==> src/rtl/pms_pkg.sv <==
// ----------------------------------------------------------------------------
// Partitioned multi-stack package
// Beat types, configuration register codes, control and status bundles.
// ----------------------------------------------------------------------------
package pms_pkg;

  localparam int unsigned CNT_W  = 4;   // stack_count and stack_number width
  localparam int unsigned SECT_W = 9;   // section_size, total_length, fill width
  localparam int unsigned DATA_W = 32;
  localparam int unsigned CFG_IDX_W = 2;

  localparam logic CMD_PUSH = 1'b0;
  localparam logic CMD_POP  = 1'b1;

  localparam logic signed [DATA_W-1:0] POP_FAIL_VALUE = -32'sd1;

  localparam logic [CNT_W-1:0]  RST_STACK_COUNT  = 4'd4;
  localparam logic [SECT_W-1:0] RST_SECTION_SIZE = 9'd2;
  localparam logic [SECT_W-1:0] RST_TOTAL_LENGTH = 9'd8;

  typedef enum logic [CFG_IDX_W-1:0] {
    CFG_STACK_COUNT  = 2'd0,
    CFG_SECTION_SIZE = 2'd1,
    CFG_TOTAL_LENGTH = 2'd2
  } cfg_idx_e;

  typedef struct packed {
    logic                     command;
    logic [CNT_W-1:0]         stack_number;
    logic signed [DATA_W-1:0] push_value;
  } in_beat_t;

  typedef struct packed {
    logic                     success;
    logic signed [DATA_W-1:0] popped_value;
  } out_beat_t;

  typedef struct packed {
    logic [CFG_IDX_W-1:0] index;
    logic [SECT_W-1:0]    wdata;
  } cfg_beat_t;

  typedef enum logic [1:0] {
    ST_IDLE   = 2'd0,
    ST_FETCH  = 2'd1,
    ST_EXEC   = 2'd2,
    ST_RESULT = 2'd3
  } state_e;

  typedef struct packed {
    logic in_ready;
    logic accept;
    logic fetch;
    logic exec;
    logic load;
  } ctrl_cmd_t;

  typedef struct packed {
    logic in_valid;
    logic out_free;
  } dp_status_t;

endpackage

==> src/rtl/pms_ctrl.sv <==
// ----------------------------------------------------------------------------
// Partitioned multi-stack controller
// Sequences accept, fill fetch, memory access and result load per beat.
// ----------------------------------------------------------------------------
module pms_ctrl (
  input  logic                  clk_i,
  input  logic                  rst_ni,
  input  pms_pkg::dp_status_t   stat_i,
  output pms_pkg::ctrl_cmd_t    cmd_o
);

  pms_pkg::state_e state_q, state_d;

  always_ff @(posedge clk_i or negedge rst_ni) begin
    if (!rst_ni) begin
      state_q <= pms_pkg::ST_IDLE;
    end else begin
      state_q <= state_d;
    end
  end

  always_comb begin
    state_d = state_q;
    cmd_o   = '0;
    case (state_q)
      pms_pkg::ST_IDLE: begin
        cmd_o.in_ready = 1'b1;
        if (stat_i.in_valid) begin
          cmd_o.accept = 1'b1;
          state_d      = pms_pkg::ST_FETCH;
        end
      end
      pms_pkg::ST_FETCH: begin
        cmd_o.fetch = 1'b1;
        state_d     = pms_pkg::ST_EXEC;
      end
      pms_pkg::ST_EXEC: begin
        cmd_o.exec = 1'b1;
        state_d    = pms_pkg::ST_RESULT;
      end
      pms_pkg::ST_RESULT: begin
        // hold until the output register frees up
        if (stat_i.out_free) begin
          cmd_o.load = 1'b1;
          state_d    = pms_pkg::ST_IDLE;
        end
      end
      default: begin
        state_d = pms_pkg::ST_IDLE;
      end
    endcase
  end

endmodule

==> config.mk <==
export PLATFORM = sky130hd
export DESIGN_NAME = pms_ctrl
export DESIGN_NICKNAME = d
export VERILOG_FILES = /design/src/rtl/pms_pkg.sv /design/src/rtl/pms_ctrl.sv
export SDC_FILE = /design/constraint.sdc
export NUM_CORES = 1
export LEC_CHECK = 0
export BUFFER_PORTS_ARGS = -buffer_cell sky130_fd_sc_hd__buf_2
export CORE_AREA = 5 5 42 44
export CTS_CLUSTER_SIZE = 25
export DETAILED_ROUTE_END_ITERATION = 6
export DIE_AREA = 0 0 47 49
export GPL_TIMING_DRIVEN = 1
export HOLD_SLACK_MARGIN = 0.12
export SYNTH_ARGS = -nofsm -noshare
export SYNTH_HDL_FRONTEND = slang
export SYNTH_SLANG_ARGS = --single-unit
export TNS_END_PERCENT = 20
==> constraint.sdc <==
create_clock -name clk_i -period 3.5 [get_ports clk_i]
set_clock_uncertainty 0.05 [all_clocks]
set_input_delay 0.175 -clock clk_i [delete_from_list [all_inputs] [get_ports clk_i]]
set_output_delay 0.175 -clock clk_i [all_outputs]
set_load 0.02 [all_outputs]
# ---- Yosys cells after proc, flatten, opt, wreduce, memory -nomap -nowiden
# Cells that the tools add are included.
dict set report totals {
  register_bits 2
  in_bits 4
  out_inout_bits 5
}
dict set report classes {
  eq_ne 5
  mux 9
  n_reduce_logical 2
}
# op n
set ops {}
lappend ops {{one-hot mux 2 bit (4 select lines)} 1}
lappend ops {{2-to-1 mux 2 bit} 3}
lappend ops {{2-to-1 mux 1 bit} 5}
lappend ops {{equality test 2 bit, second input constant} 2}
lappend ops {{!= test 2 bit, second input constant} 2}
lappend ops {{equality test 2 x 1 -> 1 bit, second input constant} 1}
lappend ops {{zero test 2 bit} 1}
lappend ops {{AND reduction 2 bit} 1}

# ---- Logic depth before layout (Yosys ltp)
# Gate-level depths: netlist of the first run.
dict set report depth {
  word_depth 3
  mapped_depth 5
}

# ---- Least setup slack after synthesis of the first run
# Ideal clock, no wire load.
dict set report synth_timing {
  path_kind {reg2reg}
  from {register state_q[0]}
  to {register state_q[1]}
  arrival_ns 1.377
  slack_ns 1.945
  path_stages_with_launch 6
  cell_sequence {dfrtp_1 -> inv_1 -> ha_1 -> inv_1 -> o22ai_2 -> mux2_1}
}
dict set report synth_between {
  elab_chain_len 3
}
# item line_no
set synth_lines {}
lappend synth_lines {{start: declaration} pms_ctrl.sv:12} ;# pms_pkg::state_e state_q, state_d;
lappend synth_lines {{start signal: assignment} pms_ctrl.sv:16} ;# state_q <= pms_pkg::ST_IDLE;
lappend synth_lines {{start signal: assignment} pms_ctrl.sv:18} ;# state_q <= state_d;
lappend synth_lines {{equality test 2 bit / zero test 2 bit (equally long branches)} pms_ctrl.sv:25} ;# case (state_q)
lappend synth_lines {{!= test 2 bit (no line)} n/a}
lappend synth_lines {{AND reduction 2 bit (no line)} n/a}
# Parallel ways exist; a longest one is shown, timed or not.
# A chain may end at the register's enable or synchronous reset.

# ---- Worst setup path in the final report of the first run
# Same ends and word-level chain as after synthesis.

==> results of run 1 <==
## final cells by class
type                    instances  area, um2
well taps                      16       20.0
inverters                       4       15.0
repair buffers                  9       50.0
flip-flops and latches          2       50.0
fillers                       162       1130
multi-input cells              11        113
clock buffers                   3       22.5
## layer usage
| layer | up-vias | global-route usage [%] |
|---|---|---|
| li1 | 77 | - |
| met1 | 66 | 3.30 |
| met2 | 7 | 6.11 |
| met3 | 0 | 2.21 |
| met4 | 0 | 4.15 |
| met5 | - | 0 |
## how the worst max path moves through the flow
| stage | startpoint | to | slack (ns) |
|---|---|---|---|
| floorplan | state_q[0] | state_q[1] | 1.95 |
| global placement | state_q[0] | state_q[1] | 2.02 |
| detailed placement | state_q[0] | state_q[1] | 1.98 |
| CTS | state_q[0] | state_q[1] | 1.98 |
| global route | state_q[0] | state_q[1] | 1.90 |
| finish | state_q[0] | state_q[1] | 2.00 |
## timing repair
| action | 4_1_cts | 5_1_grt |
|---|---|---|
| hold endpoints to repair | 2 | 0 |
| hold buffers | 1 | 0 |
| buffers inserted | 0 | 0 |
## placed cells by master, fill, tap and decap left out
cell           count
inv_1              4
ha_1               5
dlygate4sd3_1      1
nor2_1             1
and2_1             2
dfrtp_1            2
mux2i_1            1
clkbuf_4           3
buf_2              8
mux2_1             1
o22ai_2            1
## critical path, delay by kind of cell, from the launching register on
kind                     cells  cell delay (ns)
flip-flops                   1             0.39
multiplexers                 1             0.34
adder cells (fa/ha/maj)      1             0.20
AO/OA/AOI/OAI                1             0.20
buffers and inverters        2             0.19
## kinds of logic after synthesis
group	after synthesis	synth area share (%)
adders and majority gates	5	35.2
buffers and inverters	4	8.45
and+or+nand+nor	3	9.15
muxes	2	12.0
DFF	2	28.2
AOI/OAI and AO/OA	1	7.04
## power by group through the flow
stage          sequential [mW]  clock (mW)  combinational [mW]
3_3_place_gp            0.0481           0               0.142
2_1_floorplan           0.0456           0               0.112
6_report                0.0484      0.0513               0.144
3_5_place_dp            0.0490           0               0.146
5_1_grt                 0.0510      0.0568               0.165
4_1_cts                 0.0487      0.0554               0.148
## metrics by stage
step / cell area (um2) / hold WS, ns / power [mW] / util (%)
final: 270 / 0.220 / 0.243 / 19.3
after global routing: 270 / 0.218 / 0.273 / 19.3
after CTS: 270 / 0.218 / 0.252 / 19.3
after detailed placement: 238 / -0.0887 / 0.195 / 17.0
after global placement: 238 / -0.0900 / 0.190 / 17.0
after floorplan: 178 / -0.171 / 0.158 / -
==> results.json, run 1 <==
{
  "worstPathArrival_ns": 1.55,
  "power_frac_seq_pct": 19.9,
  "synthArstFlopShare_pct": 100,
  "grt.total_usage_pct": 4.01,
  "syn_inst": 17,
  "drt_iter0_drc": 0,
  "synth_edf_count": 0,
  "synth_area_leaders": "ha_1 35%, dfrtp_1 28%, inv_1 8.5%",
  "combPwrFrac_pct": 59.0,
  "critPathRequiredTime_ns": 3.55,
  "min_period_over_period_pct": 42.9,
  "clk_pin_slew_ns": 0.03,
  "gp_congestion": 0.595,
  "reg2reg_setup_slack_ns": 2.00,
  "layout.nets": 40,
  "die_h_um": 49,
  "antenna_cells": 0,
  "top_regs": "state_q: 2 flops",
  "cts.htree.levels": 1,
  "p_sw_share_pct": 45.6,
  "antenna_found_initial": 0,
  "path_cells": "inv_1 -> ha_1 -> inv_1 -> o22ai_2 -> mux2_1",
  "p_clk_share_pct": 21.1,
  "clkLatencyLatePin_ns": 0.23,
  "path_class": "reg -> reg",
  "detail-route-antenna-nets": 0,
  "port_buffers": 8,
  "synth.net_count": 26,
  "drt-met1-wl_um": 131,
  "synth_commonest_cells": "5 x ha_1, 4 x inv_1, 2 x and2_1, 2 x dfrtp_1",
  "crit_top_cell": "inv_1",
  "max_freq_mhz": 666,
  "ys_seq_area_share_pct": 28.2,
  "synth_top_cell_by_area": "ha_1",
  "cts_tree": "yes",
  "finalWirelength_um": 374,
  "regMostFlops": "state_q",
  "clock_path_buffers": 2,
  "postSynthAreaPerCell_um2": 10.5,
  "dp.cells": 41,
  "ios": 9,
  "crit_path_end_kind": "flip-flop",
  "drv_slew": 0,
  "die_area_mm2": 0.00230,
  "p_leak_nw": 0.151,
  "placementRows": 14,
  "vias": 150,
  "clock-sinks": 2,
  "crit_slowest_cell": "dfrtp_1",
  "wl_met3_um": 59,
  "status": "finished clean",
  "cts_resized": 0,
  "fin_cells": 45,
  "cts_inserted_buffers": 3,
  "crit_path_start_kind": "flip-flop",
  "fin_crit_ns": 1.50,
  "layout-drive-gt1-share_pct": 41.4,
  "gr-total-overflow": 0,
  "setup_ws_ns": 2.00,
  "wl_per_cell_um": 8.31,
  "place_ws_ns": 1.98,
  "hold_violations": 0,
  "reg2reg_depth": 5,
  "areaGrowthSynthToFinish_pct": 52.1,
  "synth_ff_type": "dfrtp_1",
  "netSwitchingPower_mw": 0.111,
  "reg2reg_from": "state_q[0]",
  "p_int_mw": 0.132,
  "vdd_ir_drop_max_mv": 0.196,
  "crit_fanout": 4,
  "rsz0062_at_grt": "no",
  "drv_cap": 0,
  "dr.pass1.iters": 1,
  "final.setup.tns_ns": 0,
  "synth_cell_type_count": 8,
  "worstMarginPinSlew_ns": 0.184,
  "grt_pass1_wl_um": 600,
  "wl_met2_um": 183,
  "worst_path_largest_cell_delay_ns": 0.39,
  "netlist.area_leader.share_pct": 35.2,
  "ys_ff_latch": 2,
  "relSlewSlack_pct": 87.8,
  "dr.max_layer_used": "met3",
  "route.detailed.drc": 0,
  "grt_max_degree": 5,
  "vias_per_cell": 3.33,
  "syn-cell-area_um2": 178,
  "fp.dieW_um": 47,
  "start_util_pct": 12.7,
  "yosysMostFrequentCell": "ha_1",
  "synth_warnings": 0,
  "core_area_mm2": 0.00140,
  "grt_pass1_vias": 182,
  "cts-root-buf": "clkbuf_4",
  "power_density_mw_per_mm2": 900,
  "hp-class": "in -> async",
  "reg2reg_to": "state_q[1]",
  "finalSetupViolCount": 0,
  "largest_reg_flops": 2
}
Power figures use the tool's default switching activity.
==> run 2, diff against run 1 <==
- clock period: 3.5 -> 1.45 ns (I/O delays scaled with it)
==> run 2 against run 1 <==
  * Combinational power rose to 3.3 times the previous value
  * Cell area up 16%
  * Flip-flop and latch count unchanged
  * Final cell count up 8.9%
  * Maximum frequency up 11%
  * Register-to-register slack worse by 1.9 ns
  * Critical path depth unchanged
  * Die area unchanged
  * Worst setup slack worse by 1.9 ns
  * Sequential power up 120%
  * Clock power up 130%
  * Highest routed layer unchanged
==> results.json, run 2 (synthesized netlist as in run 1, its figures left out) <==
{
  "status": "finished clean",
  "largest_reg_flops": 2,
  "final-seq-area_um2": 50.0,
  "hpwl_um": 331,
  "antenna_cells": 0,
  "fillCellCount": 165,
  "hp-class": "in -> async",
  "globalRouteMet3Util_pct": 2.21,
  "top_regs": "state_q: 2 flops",
  "p_total_mw": 0.694,
  "grt_pass1_wl_um": 717,
  "areaGrowthSynthToFinish_pct": 76.1,
  "die_h_um": 49,
  "final_cell_mix": "8 x buf_2, 4 x ha_1, 4 x buf_4",
  "max_freq_mhz": 741,
  "cts.htree.levels": 1,
  "grt_pass1_vias": 200,
  "power_density_mw_per_mm2": 2220,
  "rsz0062_at_grt": "no",
  "vias_per_cell": 3.41,
  "dr.pass1.iters": 2,
  "p_sw_share_pct": 42.5,
  "critPathRequiredTime_ns": 1.49,
  "drv_cap": 0,
  "critPathLaunch": "state_q[0]",
  "reg2reg_setup_slack_ns": 0.10,
  "netSwitchingPower_mw": 0.295,
  "combPwrFrac_pct": 67.7,
  "p_int_mw": 0.399,
  "finalWirelength_um": 380,
  "place_ws_ns": 0.0571,
  "layout.nets": 44,
  "gp_congestion": 0.626,
  "grt.total_usage_pct": 4.50,
  "wl_per_cell_um": 7.76,
  "reg2reg_to": "state_q[1]",
  "use_met2_pct": 7.01,
  "cts_inserted_buffers": 3,
  "reg2reg_from": "state_q[0]",
  "setup_ws_ns": 0.101,
  "relSlewSlack_pct": 88.4,
  "layout-drive-gt1-share_pct": 57.6,
  "drt_iter0_drc": 1,
  "crit_fanout": 4,
  "timing.hold.ws_ns": 0.126,
  "crit_path_end_kind": "flip-flop",
  "core_area_mm2": 0.00140,
  "finalSetupViolCount": 0,
  "clk_pin_slew_ns": 0.03,
  "port_buffers": 8,
  "p_leak_nw": 0.169,
  "use_met1_pct": 3.94,
  "clock-sinks": 2,
  "cts-root-buf": "clkbuf_4",
  "fin_crit_ns": 1.35,
  "final.setup.tns_ns": 0,
  "grt_max_degree": 5,
  "gr-total-overflow": 0,
  "drv_slew": 0,
  "min_period_over_period_pct": 93.1,
  "clkLatencyLatePin_ns": 0.22,
  "path_class": "reg -> reg",
  "die_area_mm2": 0.00230,
  "route.detailed.drc": 0,
  "antenna_found_initial": 0,
  "ios": 9,
  "p_clk_share_pct": 16.8,
  "vdd_ir_drop_max_mv": 0.421,
  "fin_cells": 49,
  "cts_tree": "yes",
  "multi_input_area_um2": 125,
  "hold_violations": 0,
  "start_util_pct": 12.7,
  "busiest_layer": "met2",
  "worstMarginPinSlew_ns": 0.174,
  "power_frac_seq_pct": 15.5,
  "regMostFlops": "state_q",
  "placementRows": 14,
  "dp.cells": 44,
  "clock_path_buffers": 2,
  "reg2reg_depth": 5,
  "detail-route-antenna-nets": 0,
  "crit_path_start_kind": "flip-flop",
  "final_common_cell": "buf_2",
  "fp.dieW_um": 47,
  "worstPathArrival_ns": 1.39,
  "vias": 167
}
-- run 2: cell type report --
cell class / count / share of cell area [%]
Multi-Input combinational cell: 11 / 40.0
Timing Repair Buffer: 13 / 25.6
Sequential cell: 2 / 16.0
Clock buffer: 3 / 7.20
Tap cell: 16 / 6.40
Inverter: 4 / 4.80
-- run 2: per-stage QoR --
stage / area [um2] / util [%]
final: 313 / 22.3
after global routing: 313 / 22.3
after CTS: 305 / 21.8
after detailed placement: 273 / 19.5
after global placement: 273 / 19.5
after floorplan: 190 / -
-- run 2: power by group through the flow --
stage | Clock, mW | Sequential [mW] | Combinational (mW)
after global routing | 0.124 | 0.110 | 0.540
after CTS | 0.122 | 0.106 | 0.464
after global placement | 0 | 0.105 | 0.446
after floorplan | 0 | 0.113 | 0.306
final | 0.117 | 0.107 | 0.470
after detailed placement | 0 | 0.106 | 0.460
-- run 2: how the worst max path moves through the flow --
stage | end | slack, ns | cells past startpoint
floorplan | state_q[1] | 0.03 | 5
global placement | state_q[1] | 0.07 | 5
detailed placement | state_q[1] | 0.06 | 5
CTS | state_q[1] | 0.05 | 5
global route | state_q[1] | 0.02 | 5
finish | state_q[1] | 0.10 | 5
-- run 2: critical path, stage by stage, from the launching register on --
cell	delay, ns
dfrtp_1	0.37
inv_2	0.11
ha_4	0.14
inv_1	0.04
o22ai_2	0.17
mux2_1	0.34
-- run 2: per-layer routing --
layer  vias to the layer above  wire length, um
met5                         -                0
li1                         85                -
met2                         6              198
met3                         0               50
met4                         0                0
met1                        76              132
-- run 2: repair_timing --
action | CTS | global route
hold buffers | 1 | 0
setup buffers | 0 | 1
endpoints found under the hold margin | 2 | 0
resized for setup | 0 | 1
setup endpoints to repair | 0 | 1
